--- src/design/sg2d_pkg.sv ---
// Shared types, constants and helper functions for the 2-D Savitzky-Golay smoother.
// Used by sg2d_divider and savitzky_golay_2d_smoother; depends on nothing else.
`default_nettype none
package sg2d_pkg;

    localparam int MaxRows    = 512;
    localparam int MaxCols    = 512;
    localparam int WinRadius  = 4;
    localparam int NumTaps    = 2 * WinRadius + 1;
    localparam int StoreDepth = MaxRows * MaxCols;
    localparam int AddrW      = $clog2(StoreDepth);

    // divider widths
    localparam int NumW  = 70;
    localparam int DenW  = 49;
    localparam int QuotW = 32;

    localparam logic [9:0] MaxDim = 10'd512;

    // command codes
    localparam logic CmdWrite = 1'b0;
    localparam logic CmdFetch = 1'b1;

    // status codes
    localparam logic [1:0] StatOk      = 2'd0;
    localparam logic [1:0] StatNoFrame = 2'd1;
    localparam logic [1:0] StatSumZero = 2'd2;

    typedef struct packed {
        logic            start;
        logic [NumW-1:0] num;
        logic [DenW-1:0] den;
    } t_div_req;

    typedef struct packed {
        logic             done;
        logic [QuotW-1:0] quot;
    } t_div_rsp;

    function automatic logic signed [6:0] tap(input logic [3:0] k);
        logic signed [6:0] t;
        unique case (k)
            4'd0, 4'd8: t = -7'sd21;
            4'd1, 4'd7: t = 7'sd14;
            4'd2, 4'd6: t = 7'sd39;
            4'd3, 4'd5: t = 7'sd54;
            4'd4:       t = 7'sd59;
            default:    t = 7'sd0;
        endcase
        return t;
    endfunction

    // sum of the taps that fall inside [0, len)
    function automatic logic [8:0] tap_sum(input logic [9:0] pos, input logic [9:0] len);
        logic signed [11:0] p;
        logic signed [9:0]  s;
        s = '0;
        for (int k = 0; k < NumTaps; k++) begin
            p = $signed({2'b00, pos}) + 12'(k) - 12'(WinRadius);
            if (p >= 0 && p < $signed({2'b00, len})) begin
                s = s + 10'(tap(4'(k)));
            end
        end
        return s[8:0];
    endfunction

    function automatic logic [9:0] eff_dim(input logic [9:0] v);
        logic [9:0] d;
        if (v == 10'd0) begin
            d = 10'd1;
        end else if (v > MaxDim) begin
            d = MaxDim;
        end else begin
            d = v;
        end
        return d;
    endfunction

endpackage
`default_nettype wire

--- src/design/sg2d_divider.sv ---
// Restoring unsigned divider, one quotient bit per cycle, 32 quotient bits.
// Uses sg2d_pkg request/response structs; numerator must be below den * 2^32.
`default_nettype none
module sg2d_divider (
    input  wire                i_clk,
    input  wire                i_rst_n,
    input  sg2d_pkg::t_div_req i_req,
    output sg2d_pkg::t_div_rsp o_rsp
);

    localparam int ShW = sg2d_pkg::DenW + sg2d_pkg::QuotW - 1;

    logic [sg2d_pkg::NumW-1:0]  r_rem;
    logic [ShW-1:0]             r_dsh;
    logic [sg2d_pkg::QuotW-1:0] r_q;
    logic [5:0]                 r_cnt;
    logic                       r_done;
    logic                       w_ge;

    assign w_ge = {{(ShW - sg2d_pkg::NumW){1'b0}}, r_rem} >= r_dsh;

    always_ff @(posedge i_clk) begin
        if (!i_rst_n) begin
            r_cnt  <= '0;
            r_done <= 1'b0;
        end else begin
            r_done <= 1'b0;
            if (i_req.start) begin
                r_rem <= i_req.num;
                r_dsh <= {i_req.den, {(sg2d_pkg::QuotW - 1){1'b0}}};
                r_q   <= '0;
                r_cnt <= 6'(sg2d_pkg::QuotW);
            end else if (r_cnt != 6'd0) begin
                if (w_ge) begin
                    r_rem <= r_rem - r_dsh[sg2d_pkg::NumW-1:0];
                end
                r_q    <= {r_q[sg2d_pkg::QuotW-2:0], w_ge};
                r_dsh  <= r_dsh >> 1;
                r_cnt  <= r_cnt - 6'd1;
                r_done <= (r_cnt == 6'd1);
            end
        end
    end

    assign o_rsp.done = r_done;
    assign o_rsp.quot = r_q;

endmodule
`default_nettype wire

--- config.mk ---
export PLATFORM = sky130hd
export DESIGN_NAME = sg2d_divider
export DESIGN_NICKNAME = d
export VERILOG_FILES = /design/src/design/sg2d_pkg.sv /design/src/design/sg2d_divider.sv
export SDC_FILE = /design/constraint.sdc
export NUM_CORES = 1
export LEC_CHECK = 0
export ABC_CLOCK_PERIOD_IN_PS = 6000
export BUFFER_PORTS_ARGS = -buffer_cell sky130_fd_sc_hd__buf_2
export CORE_MARGIN = 1
export CORE_UTILIZATION = 35
export DETAILED_ROUTE_END_ITERATION = 8
export HOLD_SLACK_MARGIN = 0.06
export PLACE_DENSITY = 0.63
export SKIP_LAST_GASP = 1
export SLEW_MARGIN = 25
export SYNTH_ARGS = -nofsm -noshare
export SYNTH_HDL_FRONTEND = slang
export SYNTH_SLANG_ARGS = --single-unit
--- constraint.sdc ---
create_clock -name i_clk -period 6 [get_ports i_clk]
set_input_delay 0 -clock i_clk [delete_from_list [all_inputs] [get_ports i_clk]]
set_output_delay 0 -clock i_clk [all_outputs]
set_load 0.02 [all_outputs]
### Word level (Yosys, flattened, before mapping)

Index checks and enable logic that the tools add are counted.

| cells by class | value |
|---|---|
| add/subtract/negate cells | 2 |
| multiply operators | 0 |
| div/mod/pow operators | 0 |
| magnitude comparators | 1 |
| equal/unequal tests | 1 |
| shift-type cells | 0 |
| mux-type cells | 8 |
| bitwise operators | 2 |
| reduce and logical (&&, ||, !) cells | 7 |

Operator list:

| operator | count |
|---|---|
| 70-bit two-way mux | 3 |
| 80-bit two-way mux | 2 |
| 70-bit by 80-bit >= comparator with 1-bit output | 1 |
| 70-bit subtractor | 1 |
| 32-bit two-way mux | 1 |
| 6-bit two-way mux | 2 |
| 6-bit by 1-bit == test with 1-bit output, second input constant | 1 |
| 6-bit nonzero test | 1 |
| 6-bit by 1-bit subtractor with 6-bit output, second input constant | 1 |
| 2-bit nonzero test | 2 |
| 3-bit AND reduction | 1 |
| 3-bit OR reduction | 1 |
| 1-bit NOT | 2 |
| 2-bit AND reduction | 1 |
| 2-bit OR reduction | 1 |

| word-level totals | value |
|---|---|
| flip-flop bits (word level) | 189 |
| latch bits | 0 |
| bits in writable memories | 0 |
| ROM bits | 0 |
| output and inout bits | 33 |
| memories kept | 0 |

### Logic depth before layout (Yosys ltp)

| logic depth | value |
|---|---|
| word-level depth | 4 |
| gate-level depth with buffers | 11 |
| gate-level depth less buffers | 11 |

### Least setup slack after synthesis

No wires, ideal clock.

| path | value |
|---|---|
| kind | register to register |
| start | reg r_cnt[0] |
| end | reg r_rem[0] (netlist bit), enable pin |
| library setup time | 0.440 ns |
| arrival time | 5.393 ns |
| setup slack | 0.166 ns |
| stages on the path, launching flop included | 6 |
| buffers on the path | 0 |
| path through | dfxtp_1 > inv_1 > ha_1 > nand2_1 > o21a_1 > o31a_1 |

| on the way | value |
|---|---|
| word-level cells in the longest chain between the ends | 3 |

RTL lines:

| what | line | RTL |
|---|---|---|
| from (decl) | sg2d_divider.sv:16 | `logic [5:0] r_cnt;` |
| from (signal assigned) | sg2d_divider.sv:32 | `r_cnt <= 6'(sg2d_pkg::QuotW);` |
| from (signal assigned) | sg2d_divider.sv:39 | `r_cnt <= r_cnt - 6'd1;` |
| 6-bit nonzero test | sg2d_divider.sv:33 | `end else if (r_cnt != 6'd0) begin` |
| 2-bit nonzero test (no line) | - |  |
| 3-bit AND reduction (no line) | - |  |
| to (signal assigned) | sg2d_divider.sv:29 | `r_rem <= i_req.num;` |
| to (signal assigned) | sg2d_divider.sv:35 | `r_rem <= r_rem - r_dsh[sg2d_pkg::NumW-1:0];` |
| to (decl) | sg2d_divider.sv:13 | `logic [sg2d_pkg::NumW-1:0] r_rem;` |

Every way passes these cells.
A chain may end at the register's enable or synchronous reset.

### Final worst setup path

| path | value |
|---|---|
| start | reg r_dsh[0] |
| end | reg r_rem[22] (netlist bit), enable pin |

| on the way | value |
|---|---|
| word-level cells in the longest chain between the ends | 3 |

RTL lines:

| what | line | RTL |
|---|---|---|
| from (decl) | sg2d_divider.sv:14 | `logic [ShW-1:0] r_dsh;` |
| from (signal assigned) | sg2d_divider.sv:30 | `r_dsh <= {i_req.den, {(sg2d_pkg::QuotW - 1){1'b0}}};` |
| from (signal assigned) | sg2d_divider.sv:38 | `r_dsh <= r_dsh >> 1;` |
| 70-bit by 80-bit >= comparator with 1-bit output | sg2d_divider.sv:20 | `assign w_ge = {{(ShW - sg2d_pkg::NumW){1'b0}}, r_rem} >= r_dsh;` |
| 2-bit nonzero test (no line) | - |  |
| 3-bit AND reduction (no line) | - |  |

Every way passes these cells.

==> results.cfg <==
[outcome]
status = completed

[clock_tree]
cts_root_buf = clkbuf_16
cts_made_buffers = 17
cts_resized = 0
clkTransAtPathRegs_ns = 0.09
cts_tree = yes
cts.hold.buffers_added = 119
clk_latency_ns = 0.46
clkSinkCount = 189
cts.htree.levels = 4
cts_buffer_depth = 2
post_cts_buffers = 0

[power_and_ir_drop]
power.density_nw_per_um2 = 309
p_total_mw = 4.75
p_leak_nw = 6.12
ir_worst_vdd_mv = 0.212

[setup_path]
r2r-start = r_dsh[0]$_SDFFCE_PP0P_
crit-reg2reg-capture = r_rem[22]$_DFFE_PP_
setup.worst_path.end_class = register
start_kind = register
crit_required_ns = 6.14
critical_path_peak_fanout = 38
path_class = reg2reg
rrSetupSlack_ns = 1.82
arrival_ns = 4.31
reg2regPathDepth = 11

[drt]
drc = 0
num_vias = 10796
wl_per_cell_um = 16.7
drtAntennaViolNets = 0
wl_um = 34000
drt-vias-per-instance = 5.31
drt_iter0_markers = 713
dr.pass1.iters = 5

[final_layout]
finalCoreUtilization = 0.441
drive_gt1_frac = 0.143
nets = 1761
areaGrowthSynthToFinish_pct = 22.6
diodes = 0
fill_cells = 3410

[sta]
fmax_mhz = 240
worst_hold_slack_ns = 0.142
finalClockSkew_ns = 0.0195
timing.final.crit_share = 0.696
min_period_ns = 4.18
rsz0062_at_grt = no
setup_viol = 0
fin_setup_tns_ns = 0
slew_headroom = 0.382
worst_pin_slew_ns = 0.927
hold_viol = 0
maxSlewViolCount = 0

[global_routing]
grt_pass1_wl_um = 53900
grt_max_degree = 105
first_global_vias = 10402
antenna_found_initial = 0
track_usage = 0.187
grt_overflow = 0

[die]
initial_core_util = 0.360
placementRows = 68
fp.dieW_um = 191
coreArea_um2 = 34900
dieHeight_um = 191
dieArea_um2 = 36600
ios = 155

[place]
finalWeightedCongestion = 0.909
dp_hpwl_um = 24400
portBuffers = 154

[synth]
synthArstFlopShare = 0
ys.warnings.count = 0
synthSimpleGateAreaFrac = 0.166
synthMuxAreaShare = 0.0117
synth-compound-area-share = 0.212
synth_area_leader_cell = edfxtp_1
synth_top_area_frac = 0.436
synth_top_family_by_area = compound AO/OA/AOI/OAI gates
syn_area_per_cell_um2 = 9.29
synthFlopType = edfxtp_1
synth_area_um2 = 12500
synthAdderAreaFrac = 0.0734
netlist_instances = 1351
yosysMostFrequentCell = edfxtp_1
synthXorXnorAreaFrac = 0.0300
ys_seq_area_frac = 0.447
synth_edf_count = 182
synth_cell_types = 81
synth_commonest_cells = edfxtp_1, nand2_1, o21ai_0, a21oi_1, inv_1
synthesis.nets = 1546
synth_area_leaders = edfxtp_1, ha_1, nand2_1, o21ai_0, a21oi_1
ys_ff_latch = 189

[flow_run]
maxCapViolations = 0

[worst_hold_path]
hp-start = i_req[117]
min_to = r_rem[68]$_DFFE_PP_
hp-class = in2reg
min_path_cells = 3
==> worst max-delay path by stage <==
stage | cells after the start | slack, ns | endpoint | from
floorplan | 5 | 0.17 | r_rem[0]$_DFFE_PP_ | r_cnt[0]$_SDFFE_PP0P_
global placement | 12 | 1.89 | r_rem[21]$_DFFE_PP_ | r_rem[0]$_DFFE_PP_
detailed placement | 12 | 1.79 | r_rem[4]$_DFFE_PP_ | r_rem[0]$_DFFE_PP_
CTS | 11 | 1.77 | r_rem[22]$_DFFE_PP_ | r_dsh[0]$_SDFFCE_PP0P_
global route | 12 | 1.57 | r_rem[26]$_DFFE_PP_ | r_rem[0]$_DFFE_PP_
finish | 11 | 1.82 | r_rem[22]$_DFFE_PP_ | r_dsh[0]$_SDFFCE_PP0P_
==> metal layers <==
layer | vias up | share of wire | global-route usage
met5 | - | 0 | 0
met4 | 0 | 0.018 | 0.0598
met3 | 35 | 0.039 | 0.0250
met2 | 287 | 0.45 | 0.289
met1 | 5117 | 0.49 | 0.268
li1 | 5357 | - | -
==> kinds of logic after synthesis <==
kind of cell    count (synthesis)
xor+xnor                       43
simple gates                  432
flops                         189
compound gates                414
mux                            13
fa+ha+maj                      73
buf+inv                       187
==> worst max-delay path, stage by stage, from the launching register on <==
cell and delay, ns:
edfxtp_1 0.37, ha_1 0.22, fa_1 0.41, nand2b_1 0.19, a211oi_1 0.45, o211ai_1 0.25, a2111oi_4 0.41, o31ai_1 0.14
nand2_1 0.14, o21a_1 0.15, o31a_2 0.76, buf_12 0.34
==> area by class of cell <==
class                           instances  area (um2)  area share
Multi-Input combinational cell        975        6190       0.403
Sequential cell                       189        5610       0.364
Timing Repair Buffer                  277        2020       0.131
Tap cell                              455         569      0.0370
Clock buffer                           17         425      0.0277
Inverter                              106         398      0.0259
Clock inverter                         15         175      0.0114
==> placed cells by master, fill, tap and decap left out, drive strengths merged, types with 6 or more instances in the layout <==
cell and n:
nor4 12, nand2 160, inv 114, clkbuf 18, xor2 14, nand4 32, o211ai 9, and3 8
nor2b 35, ha 72, nor3 23, a211oi 21, a311oi 6, and2 8, a21oi 105, mux2 13
edfxtp 182, nand3 17, o21ai 124, o31ai 23, o21bai 23, and4 7, dlygate4sd3 119, o21a 24
xnor2 29, a21o 22, buf 157, nor2 99, a31oi 7, dfxtp 7
==> per-stage QoR <==
| stage | cells | worst slack (ns) | area [um2] |
|---|---|---|---|
| 2_1_floorplan | 1351 | 0.166 | 12500 |
| 3_3_place_gp | 1883 | 1.89 | 13600 |
| 3_5_place_dp | 1883 | 1.79 | 13600 |
| 4_1_cts | 2034 | 1.77 | 15400 |
| 5_1_grt | 2034 | 1.57 | 15400 |
| 6_report | 2034 | 1.82 | 15400 |
==> power by group <==
group          leakage [nW]  switching (mW)  internal, mW
Combinational          4.01            1.11         0.679
Sequential             1.82          0.0617          1.70
Clock                 0.298           0.572         0.631
==> registers in the layout (all words and copies together) (netlist names) <==
name and flops:
r_rem 70, r_cnt 6, r_q 32, r_done 1
r_dsh 80
No activity file was read; power rests on OpenSTA's default activity.
